**src/hw/rtl/nqbs_pkg.sv**
```systemverilog
`timescale 1ns / 1ps
`default_nettype none

package nqbs_pkg;

  localparam int unsigned MaxSize = 8;
  localparam int unsigned RowW    = $clog2(MaxSize);
  localparam int unsigned ColW    = 4;
  localparam int unsigned SizeW   = 4;
  localparam int unsigned PlaceW  = RowW * MaxSize;
  localparam int unsigned CountW  = 8;

  typedef logic [ColW-1:0]   col_t;
  typedef logic [RowW-1:0]   row_idx_t;
  typedef logic [SizeW-1:0]  size_t;
  typedef logic [PlaceW-1:0] placement_t;
  typedef logic [CountW-1:0] count_t;

  localparam col_t  Untried   = col_t'(4'hF);
  localparam size_t SizeReset = size_t'(MaxSize);

endpackage

`default_nettype wire

```
**src/hw/rtl/n_queens_backtrack_search.sv**
```systemverilog
`timescale 1ns / 1ps
`default_nettype none

// N-queens backtracking search, one solution per request.
// Command channel: raise start with restart; the item is taken at a rising edge
// where start is high and busy is low. restart = 1 begins a fresh search,
// restart = 0 resumes after the last placement returned.
// Result channel: strobe_o is high for one cycle with found_o, placement_o
// (three bits per row, row zero low) and solution_number_o. found_o = 0 means
// the search is exhausted; further resumes repeat that answer until a restart.
// Configuration: cfg_we_i writes cfg_wdata_i into the board size. It must be
// written only while idle; the block itself does not enforce this. The column
// increment and the row check share one column read port. A request steps
// through column increments, checks against each earlier row and row descents,
// as the column advance and row-by-row diagonal check demand. busy stays high
// until the result has been given and the search has moved past it.
// Reset: board size 8, search cleared, as a fresh restart.
// The receiver cannot stall: each result is shown for exactly one cycle.
module n_queens_backtrack_search (
  input  wire                      clk_i,
  input  wire                      rst_ni,
  input  wire                      cfg_we_i,
  input  wire nqbs_pkg::size_t     cfg_wdata_i,
  input  wire                      start,
  input  wire                      restart_i,
  output logic                     busy,
  output logic                     strobe_o,
  output logic                     found_o,
  output nqbs_pkg::placement_t     placement_o,
  output nqbs_pkg::count_t         solution_number_o
);
  import nqbs_pkg::*;

  typedef enum logic [1:0] {
    ST_IDLE,
    ST_LOOP,
    ST_INC,
    ST_CHECK
  } state_e;

  state_e     state_q, state_d;
  size_t      board_size_q, board_size_d;
  size_t      n_q, n_d;
  col_t       rc_q [MaxSize];
  col_t       rc_d [MaxSize];
  size_t      cur_q, cur_d;
  row_idx_t   i_q, i_d;
  col_t       col_q, col_d;
  logic       done_q, done_d;
  logic       ret_idle_q, ret_idle_d;
  count_t     sol_q, sol_d;
  logic       strobe_q, strobe_d;
  logic       found_q, found_d;
  placement_t place_q, place_d;
  count_t     num_q, num_d;

  size_t      size_use;
  row_idx_t   rd_idx;
  col_t       rd_col;
  col_t       inc_col;
  col_t       diff;
  size_t      row_dist;
  placement_t packed_place;
  logic       at_end;

  always_comb begin
    if (board_size_q == '0) begin
      size_use = size_t'(1);
    end else if (board_size_q > size_t'(MaxSize)) begin
      size_use = size_t'(MaxSize);
    end else begin
      size_use = board_size_q;
    end
  end

  assign rd_idx   = (state_q == ST_CHECK) ? i_q : cur_q[RowW-1:0];
  assign rd_col   = rc_q[rd_idx];
  assign inc_col  = rd_col + col_t'(1);
  assign diff     = (rd_col > col_q) ? (rd_col - col_q) : (col_q - rd_col);
  assign row_dist = cur_q - size_t'(i_q);

  always_comb begin
    packed_place = '0;
    for (int r = 0; r < MaxSize; r++) begin
      if (size_t'(r) < n_q) begin
        packed_place[r*RowW +: RowW] = rc_q[r][RowW-1:0];
      end
    end
  end

  always_comb begin
    state_d      = state_q;
    board_size_d = board_size_q;
    n_d          = n_q;
    rc_d         = rc_q;
    cur_d        = cur_q;
    i_d          = i_q;
    col_d        = col_q;
    done_d       = done_q;
    ret_idle_d   = ret_idle_q;
    sol_d        = sol_q;
    strobe_d     = 1'b0;
    found_d      = found_q;
    place_d      = place_q;
    num_d        = num_q;
    at_end       = 1'b0;

    if (cfg_we_i) begin
      board_size_d = cfg_wdata_i;
    end

    unique case (state_q)
      ST_IDLE: begin
        if (start) begin
          n_d     = size_use;
          state_d = ST_LOOP;
          if (restart_i) begin
            for (int r = 0; r < MaxSize; r++) begin
              rc_d[r] = '0;
            end
            cur_d  = '0;
            done_d = 1'b0;
            sol_d  = '0;
          end
        end
      end
      ST_LOOP: begin
        if (done_q || (cur_q >= n_q)) begin
          done_d   = 1'b1;
          strobe_d = 1'b1;
          found_d  = 1'b0;
          place_d  = '0;
          num_d    = sol_q;
          state_d  = ST_IDLE;
        end else if (cur_q == n_q - size_t'(1)) begin
          sol_d    = sol_q + count_t'(1);
          strobe_d = 1'b1;
          found_d  = 1'b1;
          place_d  = packed_place;
          num_d    = sol_q + count_t'(1);
          if (cur_q == '0) begin
            done_d  = 1'b1;
            state_d = ST_IDLE;
          end else begin
            cur_d      = cur_q - size_t'(1);
            ret_idle_d = 1'b1;
            state_d    = ST_INC;
          end
        end else begin
          cur_d = cur_q + size_t'(1);
          rc_d[cur_q[RowW-1:0] + row_idx_t'(1)] = Untried;
          ret_idle_d = 1'b0;
          state_d    = ST_INC;
        end
      end
      ST_INC: begin
        rc_d[cur_q[RowW-1:0]] = inc_col;
        if (size_t'(inc_col) >= n_q) begin
          if (cur_q == '0) begin
            done_d = 1'b1;
            at_end = 1'b1;
          end else begin
            cur_d = cur_q - size_t'(1);
          end
        end else if (cur_q == '0) begin
          at_end = 1'b1;
        end else begin
          i_d     = '0;
          col_d   = inc_col;
          state_d = ST_CHECK;
        end
      end
      ST_CHECK: begin
        if ((diff == '0) || (size_t'(diff) == row_dist)) begin
          state_d = ST_INC;
        end else if (size_t'(i_q) == cur_q - size_t'(1)) begin
          at_end = 1'b1;
        end else begin
          i_d = i_q + row_idx_t'(1);
        end
      end
      default: state_d = ST_IDLE;
    endcase

    if (at_end) begin
      state_d = ret_idle_q ? ST_IDLE : ST_LOOP;
    end
  end

  always_ff @(posedge clk_i or negedge rst_ni) begin
    if (!rst_ni) begin
      state_q      <= ST_IDLE;
      board_size_q <= SizeReset;
      n_q          <= SizeReset;
      for (int r = 0; r < MaxSize; r++) begin
        rc_q[r] <= '0;
      end
      cur_q        <= '0;
      i_q          <= '0;
      col_q        <= '0;
      done_q       <= 1'b0;
      ret_idle_q   <= 1'b0;
      sol_q        <= '0;
      strobe_q     <= 1'b0;
      found_q      <= 1'b0;
      place_q      <= '0;
      num_q        <= '0;
    end else begin
      state_q      <= state_d;
      board_size_q <= board_size_d;
      n_q          <= n_d;
      rc_q         <= rc_d;
      cur_q        <= cur_d;
      i_q          <= i_d;
      col_q        <= col_d;
      done_q       <= done_d;
      ret_idle_q   <= ret_idle_d;
      sol_q        <= sol_d;
      strobe_q     <= strobe_d;
      found_q      <= found_d;
      place_q      <= place_d;
      num_q        <= num_d;
    end
  end

  assign busy              = (state_q != ST_IDLE);
  assign strobe_o          = strobe_q;
  assign found_o           = found_q;
  assign placement_o       = place_q;
  assign solution_number_o = num_q;

  a_accept_busy : assert property (@(posedge clk_i) disable iff (!rst_ni)
    (start && !busy) |=> busy)
    else $error("item taken but block not busy");

  a_strobe_after_work : assert property (@(posedge clk_i) disable iff (!rst_ni)
    strobe_o |-> $past(busy))
    else $error("result given without an item at work");

  a_found_counted : assert property (@(posedge clk_i) disable iff (!rst_ni)
    (strobe_o && found_o) |-> (solution_number_o != '0))
    else $error("solution given with zero count");

  a_one_strobe : assert property (@(posedge clk_i) disable iff (!rst_ni)
    strobe_o |=> !strobe_o)
    else $error("two results for one item");

endmodule

`default_nettype wire

```
**config.mk**
```make
export PLATFORM = sky130hd
export DESIGN_NAME = n_queens_backtrack_search
export DESIGN_NICKNAME = d
export VERILOG_FILES = /design/src/hw/rtl/nqbs_pkg.sv /design/src/hw/rtl/n_queens_backtrack_search.sv
export SDC_FILE = /design/constraint.sdc
export NUM_CORES = 1
export LEC_CHECK = 0
export ABC_AREA = 1
export BUFFER_PORTS_ARGS = -buffer_cell sky130_fd_sc_hd__buf_2
export CAP_MARGIN = 20
export CORE_MARGIN = 3
export CORE_UTILIZATION = 31
export CTS_CLUSTER_DIAMETER = 50
export DETAILED_ROUTE_END_ITERATION = 16
export SYNTH_ARGS = -nofsm -noshare
export SYNTH_HDL_FRONTEND = slang
export SYNTH_SLANG_ARGS = --single-unit
```
**constraint.sdc**
```tcl
create_clock -name clk_i -period 10.05 [get_ports clk_i]
set_input_delay 1.005 -clock clk_i [delete_from_list [all_inputs] [get_ports clk_i]]
set_output_delay 1.005 -clock clk_i [all_outputs]
set_load 0.005 [all_outputs]
```
Yosys cells after proc, flatten, opt, wreduce, memory -nomap -nowiden
Cells that the tools add are included.
Word-level totals
  register bits after elaboration: 97
  logic and storage cells: 173
  bits of input ports: 9
Cells by class
  equality and inequality tests: 22
  muxes and demuxes: 73
  bitwise gates (word level): 7
  add/sub/neg operators: 10
  magnitude comparators: 17
  reductions and logical operators: 23
Operators with widths (count)
  $mux 32: 4
  $pmux 32 s3: 1
  $mux 4: 13
  $mux 24: 2
  $mux 8: 5
  $mux 3: 13
  $bwmux 32: 1
  $or 32x32->32: 1
  $reduce_and 5->1: 5
  $demux 4 s3: 2
  $ne 2x2->1 const B: 11
  $mux 1: 17
  $lt 3x4->1 const A: 4
  $mux 2: 8
  $pmux 8 s2: 1
  $bmux 4 s3: 1
  $ge 4x4->1 const B: 3
  $logic_not 4->1: 3
  $ne 3x3->1 const B: 4
  $not 3->4: 3
  $pmux 4 s3: 1
  $add 4x1->4 const B: 2
  $add 8x1->8 const B: 1
  $eq 4x4->1: 2
  other kinds (27): 44

Depth between registers and ports, before layout
Gate-level depths: netlist of the first run.
  depth after elaboration: 14
  mapped depth: 31
  gate-level depth less buffers: 28

Worst setup path after synthesis of the first run
No wires, ideal clock.
  kind: register to register
  from: reg state_q[0]
  to: reg i_q[0]
  required time: 9.973 ns
  path buffers: 3
  setup time: 0.077 ns
  period minus slack after synthesis: 3.574 ns
  arrival: 3.497 ns
  path slack: 6.476 ns
  stages on the path, launching flop included: 24
  cell sequence: dfrtp_1 -> ha_1 -> buf_4 -> nand2_1 -> o21ai_4 -> buf_4 -> a21oi_1 -> o21ai_1 -> nand2_1 -> nand2_1 -> nand2_2 -> buf_2 -> ha_1 -> inv_1 -> xor2_4 -> inv_1 -> ha_1 -> o211ai_1 -> nand4_1 -> nor2_1 -> nand2_1 -> nand2_1 -> nor2_1 -> a21oi_1
Between the ends
  elaborated cells on any way between the ends: 23
  classes of those cells: add/sub: 3; order compare: 2; eq/ne: 7; mux: 6; bitwise: 1; reduce/logical: 4
RTL lines
  start, declared: RTL line n_queens_backtrack_search.sv:41  | state_e state_q, state_d;
  start signal, assigned: RTL line n_queens_backtrack_search.sv:209  | state_q <= state_d;
  $eq 2x2->1: RTL line n_queens_backtrack_search.sv:76  | assign rd_idx = (state_q == ST_CHECK) ? i_q : cur_q[RowW-1:0];
  $mux 3: RTL line n_queens_backtrack_search.sv:76
  $not 3->4 (implied by the code): RTL line n_queens_backtrack_search.sv:77  | assign rd_col = rc_q[rd_idx];
  $bmux 4 s3: RTL line n_queens_backtrack_search.sv:77
  $mux 4 (implied by the code) (2 in series): RTL line n_queens_backtrack_search.sv:77
  $add 4x1->4: RTL line n_queens_backtrack_search.sv:78  | assign inc_col = rd_col + col_t'(1);
  named net inc_col[2]: RTL line n_queens_backtrack_search.sv:60  | col_t inc_col;
  $ge 4x4->1: RTL line n_queens_backtrack_search.sv:158  | if (size_t'(inc_col) >= n_q) begin
  $ne 2x2->1 (no source line)
  $reduce_and 5->1 (no source line)
  end signal, assigned: RTL line n_queens_backtrack_search.sv:214  | i_q <= i_d;
  end, declared: RTL line n_queens_backtrack_search.sv:47  | row_idx_t i_q, i_d;
The timed path passes the listed nets, and every way through them passes these cells. The select of a mux whose other input is x is not followed.
A chain may end at the register's enable or synchronous reset.

Worst setup path after layout of the first run
Ends and elaborated chain as after synthesis.

==> flow_metrics.tcl, run 1 <==
set metrics [dict create \
    fin_skew_ns 0.00880 \
    start_util_pct 32.1 \
    die-area_um2 22200 \
    post_route_cells_drive_above_1_share_pct 10.3 \
    cpPeakStageDelay_ns 0.47 \
    rsz0062_at_grt "false" \
    slew_viol_final 0 \
    grt_start_max_net_pins 81 \
    ios 44 \
    critPathKind "reg -> reg" \
    fin_ws_ns 5.63 \
    synth_area_um2 6350 \
    fin_nets 921 \
    postCtsSetupBuffers 0 \
    ctsLongestPathBuffers 2 \
    drc_errors 0 \
    synth.area.top_cells "dfrtp_1 (37%), nand2_1 (14%), inv_1 (6.1%), ha_1 (6.1%), a21oi_1 (6.0%)" \
    hpwl_um 12700 \
    total_power_mw 2.63 \
    final_cell_mix "nand2_1 (229), inv_1 (104), dfrtp_1 (95)" \
    finalHoldViolations 0 \
    grt_pass1_wl_um 28000 \
    synth_area_per_cell_um2 7.49 \
    placementRows 51 \
    synth_cell_types 43 \
    worstMarginPinSlew_ns 1.09 \
    hold_class "reg -> reg" \
    ys_seq_area_share_pct 38.3 \
    cpMostUsedCell "nand2_1" \
    fmax_mhz 226 \
    pre_cts_slack_ns 5.71 \
    layout_commonest_cell "nand2_1" \
    vias 5806 \
    drt_iter0_drc 327 \
    vias_per_cell 5.06 \
    cts-root-buf "clkbuf_16" \
    reg2reg_depth 20 \
    crit_path_cell_trace "ha_1, nand2_1, nand2_4, a21oi_1, o21ai_1, nand2_1, nand2_1, nand2_2, ha_1, inv_1, xor2_4, inv_1, ha_1, o211ai_1, nand4_1, nor2_1, nand2_1, nand2_1, nor2_1, a21oi_1" \
    synth-edff-count 0 \
    relSlewSlack_pct 27.4 \
    fillerInstances 2073 \
    critPathLaunchType "flip-flop" \
    h-tree-depth 3 \
    setup_viol 0 \
    cts_made_buffers 9 \
    firstDrtPassIters 6 \
    yosys.area.top_type "dfrtp_1" \
    critPathMaxFanout 32 \
    holdPathStages 2 \
    gp_congestion 0.853 \
    synth_flop_cell "dfrtp_1" \
    insertion_delay_ns 0.35 \
    yosys_warnings 0 \
    core_um2 19800 \
    worstPathArrival_ns 4.69 \
    drv_cap 0 \
    clock_sinks 97 \
    syn_nets 891 \
    required_ns 10.32 \
    syn_to_final_growth_pct 12.4 \
    grt_antenna_before_repair 0 \
    cp-end-kind "flip-flop" \
    leakagePower_nw 3.43 \
    syn_inst 848 \
    first_global_vias 5484 \
    cts_tree "yes" \
    routedWlPerCell_um 14.9 \
    period_share_pct 44.0 \
    fin_crit_ns 4.42 \
    post_cts_resized 0 \
    n_antenna_cell 0 \
    die_h_um 149 \
    grt_overflow 0 \
    yosys.area.top_type_share_pct 37.4 \
    ys_async_sr_fraction_pct 100 \
    crit_slowest_cell "ha_1" \
    drt_wl_total_um 17100 \
    ctsHoldBuffers 0 \
    clk_pin_slew_ns 0.07 \
    peakVddDrop_mv 0.131 \
    track_usage_pct 15.4 \
    p_per_area_nw_per_um2 368 \
    io_buffers 43 \
    status "complete, no violations" \
    finalSetupTns_ns 0 \
    yosys_register_bits 97 \
    die_w_um 149 \
    ant_nets 0 \
]
cells by family (layout without fill, tap and decap cells):
| group | after synthesis | after routing | share of synthesized area, % |
|---|---|---|---|
| buf+inv | 139 | 174 | 9.10 |
| xor+xnor | 22 | 22 | 3.33 |
| flops | 97 | 97 | 38.3 |
| fa+ha+maj | 34 | 34 | 7.05 |
| compound gates | 222 | 222 | 19.7 |
| mux | 2 | 2 | 0.355 |
| simple gates | 332 | 332 | 22.2 |
final timing paths:
| path | start | to | slack [ns] |
|---|---|---|---|
| setup reg to reg | state_q[0] | i_q[0] | 5.63 |
| setup / recovery | state_q[0] | i_q[0] | 5.63 |
| max in group asynchronous | rst_ni | rc_q[28] | 8.61 |
| min in group asynchronous | rst_ni | solution_number_o[1] | 0.51 |
| hold reg to reg | placement_o[9] | placement_o[9] | 0.48 |
| hold / removal | placement_o[9] | placement_o[9] | 0.48 |
report_power, final:
group	switching, mW	internal, mW
clock	0.162	0.247
sequential	0.0711	0.463
combinational	1.17	0.515
total	1.41	1.23
synth_stat cells, types with 2 or more instances:
master,number
nand3_1,39
o22ai_1,18
dfstp_2,2
inv_2,6
buf_2,5
nand2_2,4
mux2_2,2
o21a_1,5
o21bai_1,3
nor2_1,29
nand2_1,229
o21ai_1,18
nand2_4,3
xnor2_1,10
xor2_1,11
fa_1,3
or2_2,2
clkbuf_1,13
inv_4,2
buf_4,6
buf_6,3
inv_1,104
nand4_1,3
o32ai_1,2
a21oi_1,76
ha_1,31
dfrtp_1,95
o21ai_4,2
o31ai_1,5
nand3b_1,4
o21ai_0,75
a31oi_1,3
o211ai_1,10
nor3_1,16
stage by stage:
step	util (%)	instances	hold slack, ns	instance area, µm²
floorplan	-	848	0.465	6350
global placement	34.2	1131	0.452	6760
detailed placement	34.2	1131	0.466	6760
CTS	36.0	1147	0.484	7110
global route	36.1	1148	0.500	7140
finish	36.1	1148	0.479	7140
metal layers:
metal / vias up / GRT usage (%) / share of wire (%)
li1: 2856 / - / -
met1: 2731 / 21.0 / 47
met2: 189 / 25.4 / 46
met3: 30 / 1.67 / 4.7
met4: 0 / 5.68 / 2.3
met5: - / 0 / 0
sequential cells by signal, summed over array words and instances (netlist names), 2 cells and up:
| name | cells |
|---|---|
| n_q | 4 |
| cur_q | 4 |
| sol_q | 8 |
| i_q | 3 |
| board_size_q | 4 |
| solution_number_o | 8 |
| placement_o | 24 |
| rc_q | 32 |
| col_q | 4 |
| state_q | 2 |
worst max-delay path: cells and delay by family (launching register included):
| kind | cells | cell delay (ns) |
|---|---|---|
| buffers and inverters | 2 | 0.22 |
| AOI/OAI and AO/OA | 4 | 0.44 |
| DFF | 1 | 0.42 |
| adders and majority gates | 3 | 1.05 |
| and+or+nand+nor | 10 | 1.84 |
| xor gates and xnor gates | 1 | 0.33 |
area by class of cell:
cell class / instances / area, µm² / area share, %
multi-input cells: 612 / 3340 / 46.8
clock inverters: 7 / 124 / 1.73
flip-flops and latches: 97 / 2430 / 34.0
repair buffers: 46 / 260 / 3.64
inverters: 112 / 425 / 5.96
clock buffers: 9 / 225 / 3.15
well taps: 265 / 332 / 4.64
Note: power is estimated with default switching activity, not from simulation.
==> inputs of run 2 (changes only) <==
==> constraint.sdc (replaced) <==
create_clock -name clk_i -period 3.6 [get_ports clk_i]
set_input_delay 0.36 -clock clk_i [delete_from_list [all_inputs] [get_ports clk_i]]
set_output_delay 0.36 -clock clk_i [all_outputs]
set_load 0.005 [all_outputs]
==> flow_metrics.tcl, run 2 (synthesized netlist as in run 1, its figures left out) <==
set metrics [dict create \
    fin_skew_ns 0.00640 \
    seqCellArea_um2 2430 \
    drv_cap 0 \
    n_antenna_cell 0 \
    fin_crit_ns 3.36 \
    hpwl_um 13000 \
    total_power_mw 7.85 \
    required_ns 3.84 \
    hold_class "in -> async" \
    multi_input_area_um2 3460 \
    pre_cts_slack_ns -0.0423 \
    cts-root-buf "clkbuf_16" \
    vias_per_cell 5.02 \
    h-tree-depth 3 \
    relSlewSlack_pct 36.2 \
    drc_errors 0 \
    design_area_um2 7440 \
    rrSetupSlack_ns 0.24 \
    post_dp_cell_area_um2 6940 \
    period_share_pct 93.3 \
    grt_overflow 0 \
    largest_reg_flops 32 \
    io_buffers 43 \
    first_global_vias 5644 \
    rsz0062_at_grt "true" \
    insertion_delay_ns 0.35 \
    drt_iter0_drc 417 \
    fin_cells 1182 \
    r2r_end "state_q[0]" \
    leakagePower_nw 3.58 \
    critPathLaunchType "flip-flop" \
    grt_pass1_wl_um 29800 \
    clock_sinks 97 \
    start_util_pct 32.1 \
    die_w_um 149 \
    drt_wl_total_um 18000 \
    post_route_cells_drive_above_1_share_pct 15.6 \
    ant_nets 0 \
    track_usage_pct 16.5 \
    fin_nets 955 \
    fillerInstances 2098 \
    cts_tree "yes" \
    peakVddDrop_mv 0.380 \
    gp_congestion 0.879 \
    finalSetupTns_ns 0 \
    fmax_mhz 298 \
    p_per_area_nw_per_um2 1060 \
    status "complete, no violations" \
    ios 44 \
    top_register "rc_q" \
    cp-end-kind "flip-flop" \
    syn_to_final_growth_pct 17.1 \
    die-area_um2 22200 \
    worstMarginPinSlew_ns 0.950 \
    setup_viol 0 \
    core_um2 19800 \
    slew_viol_final 0 \
    ctsLongestPathBuffers 2 \
    critPathMaxFanout 7 \
    grt_start_max_net_pins 70 \
    finalHoldViolations 0 \
    final_cell_mix "nand2_1 (221), inv_1 (102), dfrtp_1 (95)" \
    routedWlPerCell_um 15.2 \
    layout_commonest_cell "nand2_1" \
    cts_made_buffers 9 \
    vias 5930 \
    grt_antenna_before_repair 0 \
    die_h_um 149 \
    placementRows 51 \
    reg2reg_depth 23 \
    startpoint "state_q[1]" \
    worstPathArrival_ns 3.60 \
    firstDrtPassIters 5 \
    fin_ws_ns 0.241 \
    clk_pin_slew_ns 0.08 \
    r2r_start "state_q[1]" \
    critPathKind "reg -> reg" \
    placed_cells 1155 \
]
[run 2: cell count changes in the layout (fill, tap and decap cells not counted), sizes merged]
cell      change
nand2         +2
o21ai         +1
inv           -2
clkinv        +3
bufinv        -2
clkinvlp      +1
buf          +31
[run 2: per-stage QoR]
| step | util [%] | hold WS (ns) |
|---|---|---|
| 4_1_cts | 36.9 | 0.175 |
| 2_1_floorplan | - | 0.0644 |
| 5_1_grt | 37.6 | 0.212 |
| 3_3_place_gp | 35.1 | 0.452 |
| 6_report | 37.6 | 0.136 |
| 3_5_place_dp | 35.1 | 0.453 |
[run 2: worst max-delay path, stage by stage, from the launching register on]
cell and delay (ns):
dfrtp_1 0.41, ha_4 0.21, o21ai_4 0.30, buf_4 0.18, o211ai_1 0.11, nand3_1 0.16, o21ai_4 0.10, ha_1 0.44
nand2_1 0.09, inv_1 0.07, nand3_1 0.10, nand2_2 0.11, inv_1 0.06, nand2_1 0.08, nand2_2 0.06, nand2_1 0.05
nand2_1 0.04, nor2_1 0.11, nand2_2 0.08, nand4_1 0.13, buf_4 0.13, nand3_1 0.06, nand3_1 0.10, nand2_1 0.05
[run 2: cell type report]
type                    count  share of cell area [%]
multi-input cells         615                    46.5
repair buffers             77                    6.36
inverters                 112                    5.75
clock buffers               9                    3.03
flip-flops and latches     97                    32.7
well taps                 265                    4.46
clock inverters             7                    1.23
[run 2: worst max path at each step]
stage | depth (start not counted) | end
after global routing | 21 | cur_q[0]
after detailed placement | 25 | state_q[1]
final | 23 | state_q[0]
after floorplan | 23 | i_q[0]
after CTS | 26 | state_q[1]
after global placement | 25 | state_q[1]
[run 2: timing repair]
item / CTS / global route
hold buffers: 0 / 0
buffers inserted: 1 / 7
pin swaps: 2 / 16
setup endpoints to repair: 2 / 13
gates cloned: 2 / 1
resized for setup: 3 / 24
endpoints found under the hold margin: 0 / 0
[run 2: routing by layer]
metal / track usage [%] / up-vias / routed length [µm]
met5: 0 / - / 0
met4: 5.17 / 0 / 416
met3: 1.67 / 32 / 881
met2: 27.7 / 199 / 8330
met1: 22.6 / 2765 / 8380
li1: - / 2934 / -
[run 2: power by group]
group	switching [mW]	internal [mW]	total, mW
Sequential	0.161	1.29	1.45
Clock	0.471	0.554	1.03
Combinational	3.56	1.81	5.37
==> inputs of run 3 (changes only) <==
--- a/config.mk
+++ b/config.mk
@@ -6,7 +6,7 @@
 export NUM_CORES = 1
 export LEC_CHECK = 0
 export ABC_AREA = 1
-export BUFFER_PORTS_ARGS = -buffer_cell sky130_fd_sc_hd__buf_2
+export BUFFER_PORTS_ARGS = -buffer_cell sky130_fd_sc_hd__buf_4
 export CAP_MARGIN = 20
 export CORE_MARGIN = 3
 export CORE_UTILIZATION = 31
==> flow_metrics.tcl, run 3 (synthesized netlist as in run 1, its figures left out) <==
set metrics [dict create \
    final_util_pct 38.5 \
    crit_buf_inv 5 \
    n_antenna_cell 0 \
    cpMostUsedCell "nand2_1" \
    finalHoldViolations 0 \
    crit_path_cell_trace "ha_4, inv_2, nand2_8, nand2_8, o211ai_1, nand2_1, nand2_2, nand2_4, buf_4, ha_1, fa_1, inv_1, nand2_1, nand2_1, nand2_1, nand2_1, nand2_1, inv_1, nand2_1, nand4_1, nand2_1, inv_1, o21ai_0, nor2_1" \
    ctsLongestPathBuffers 2 \
    crit_family "simple AND/OR/NAND/NOR gates" \
    drc_errors 0 \
    pre_cts_slack_ns -0.121 \
    routedWlPerCell_um 15.3 \
    peakVddDrop_mv 0.376 \
    period_share_pct 93.5 \
    die_h_um 149 \
    track_usage_pct 15.9 \
    crit_slowest_cell "fa_1" \
    slew_viol_final 0 \
    placed_cells 1152 \
    grt_start_max_net_pins 52 \
    layout_commonest_cell "nand2_1" \
    critPathKind "reg -> reg" \
    leakagePower_nw 3.63 \
    final_cell_mix "nand2_1 (222), inv_1 (102), dfrtp_1 (95)" \
    fin_cells 1185 \
    finalSetupTns_ns 0 \
    rrSetupSlack_ns 0.24 \
    ant_nets 0 \
    drv_cap 0 \
    critPathMaxFanout 8 \
    clock_sinks 97 \
    startpoint "state_q[1]" \
    cts-root-buf "clkbuf_16" \
    crit_cells 24 \
    r2r_start "state_q[1]" \
    largest_reg_flops 32 \
    die-area_um2 22200 \
    fillerInstances 2054 \
    gp_congestion 0.846 \
    clk_pin_slew_ns 0.07 \
    required_ns 3.84 \
    core_um2 19800 \
    firstDrtPassIters 5 \
    grt_pass1_wl_um 28500 \
    fin_nets 958 \
    cts_made_buffers 9 \
    hold_class "in -> async" \
    fin_ws_ns 0.235 \
    critPathLaunchType "flip-flop" \
    grt_antenna_before_repair 0 \
    relSlewSlack_pct 41.8 \
    ios 44 \
    fin_crit_ns 3.36 \
    rsz0062_at_grt "true" \
    timing.critical_path.to "state_q[1]" \
    worstPathArrival_ns 3.60 \
    status "complete, no violations" \
    grt_overflow 0 \
    fin_skew_ns 0.00798 \
    io_buffers 43 \
    die_w_um 149 \
    setup_viol 0 \
    h-tree-depth 3 \
    r2r_end "state_q[1]" \
    fmax_mhz 297 \
    drt_iter0_drc 505 \
    cpPeakStageDelay_ns 0.53 \
    placementRows 51 \
    cp-end-kind "flip-flop" \
    cts_tree "yes" \
    post_route_cells_drive_above_1_share_pct 16.1 \
    insertion_delay_ns 0.35 \
    hpwl_um 13100 \
    holdWs_ns 0.0395 \
    reg2reg_depth 24 \
    drt_wl_total_um 18100 \
    vias 5949 \
    ctsHoldBuffers 0 \
    p_per_area_nw_per_um2 1060 \
    worstMarginPinSlew_ns 0.867 \
    vias_per_cell 5.02 \
    syn_to_final_growth_pct 19.9 \
    top_register "rc_q" \
    first_global_vias 5505 \
    start_util_pct 32.1 \
]
run 3: cell types whose count changed in the layout (fill, tap and decap cells not counted), moves of 2 or more:
cell	delta
nand2_2	-2
buf_4	+46
clkinv_2	+2
clkinv_4	-2
nand2_8	+2
buf_2	-42
run 3: repair_timing:
action / in CTS / in global routing
resized for setup: 3 / 29
endpoints found under the hold margin: 0 / 0
endpoints found under the setup margin: 7 / 13
pin swaps: 1 / 11
gates cloned: 0 / 2
buffers inserted: 2 / 13
run 3: where the power goes:
| group | switching, mW | leakage (nW) | internal [mW] | total (mW) |
|---|---|---|---|---|
| logic | 3.63 | 2.15 | 1.91 | 5.54 |
| clock network | 0.442 | 0.164 | 0.632 | 1.07 |
| registers | 0.163 | 1.31 | 1.29 | 1.46 |
run 3: worst register-to-register path, stage by stage (launching register included):
cell and delay [ns]:
dfrtp_1 0.40, ha_4 0.22, inv_2 0.08, nand2_8 0.12, nand2_8 0.09, o211ai_1 0.22
nand2_1 0.11, nand2_2 0.09, nand2_4 0.07, buf_4 0.16, ha_1 0.22, fa_1 0.53
inv_1 0.04, nand2_1 0.07, nand2_1 0.07, nand2_1 0.06, nand2_1 0.04, nand2_1 0.06
inv_1 0.04, nand2_1 0.09, nand4_1 0.14, nand2_1 0.12, inv_1 0.06, o21ai_0 0.07
nor2_1 0.06
run 3: worst min-delay path by stage:
stage / from / to / cells after the start
floorplan: rst_ni / board_size_q[0] / 0
global placement: rst_ni / solution_number_o[1] / 1
detailed placement: rst_ni / solution_number_o[1] / 1
CTS: rst_ni / solution_number_o[1] / 1
global route: rst_ni / solution_number_o[1] / 1
finish: rst_ni / solution_number_o[1] / 1
run 3: metrics by stage:
step | power, mW | cell area [µm²]
final | 8.07 | 7620
after global placement | 6.42 | 7030
after detailed placement | 6.47 | 7030
after global routing | 8.77 | 7620
after CTS | 7.61 | 7380
after floorplan | 5.12 | 6350
run 3: metal layers:
layer / GRT usage (%) / share of wire, % / up-vias
met2: 26.1 / 47 / 219
met4: 5.35 / 2.5 / 0
li1: - / - / 2944
met3: 1.73 / 5.3 / 33
met1: 21.9 / 45 / 2753
met5: 0 / 0 / -
run 3: final cells by class:
cell class                      count  area [µm²]  area share, %
Timing Repair Buffer               81         608           7.98
Clock inverter                      6        90.1           1.18
Multi-Input combinational cell    614        3490           45.9
Inverter                          112         425           5.58
Clock buffer                       10         239           3.14
Tap cell                          265         332           4.35
Sequential cell                    97        2430           31.9
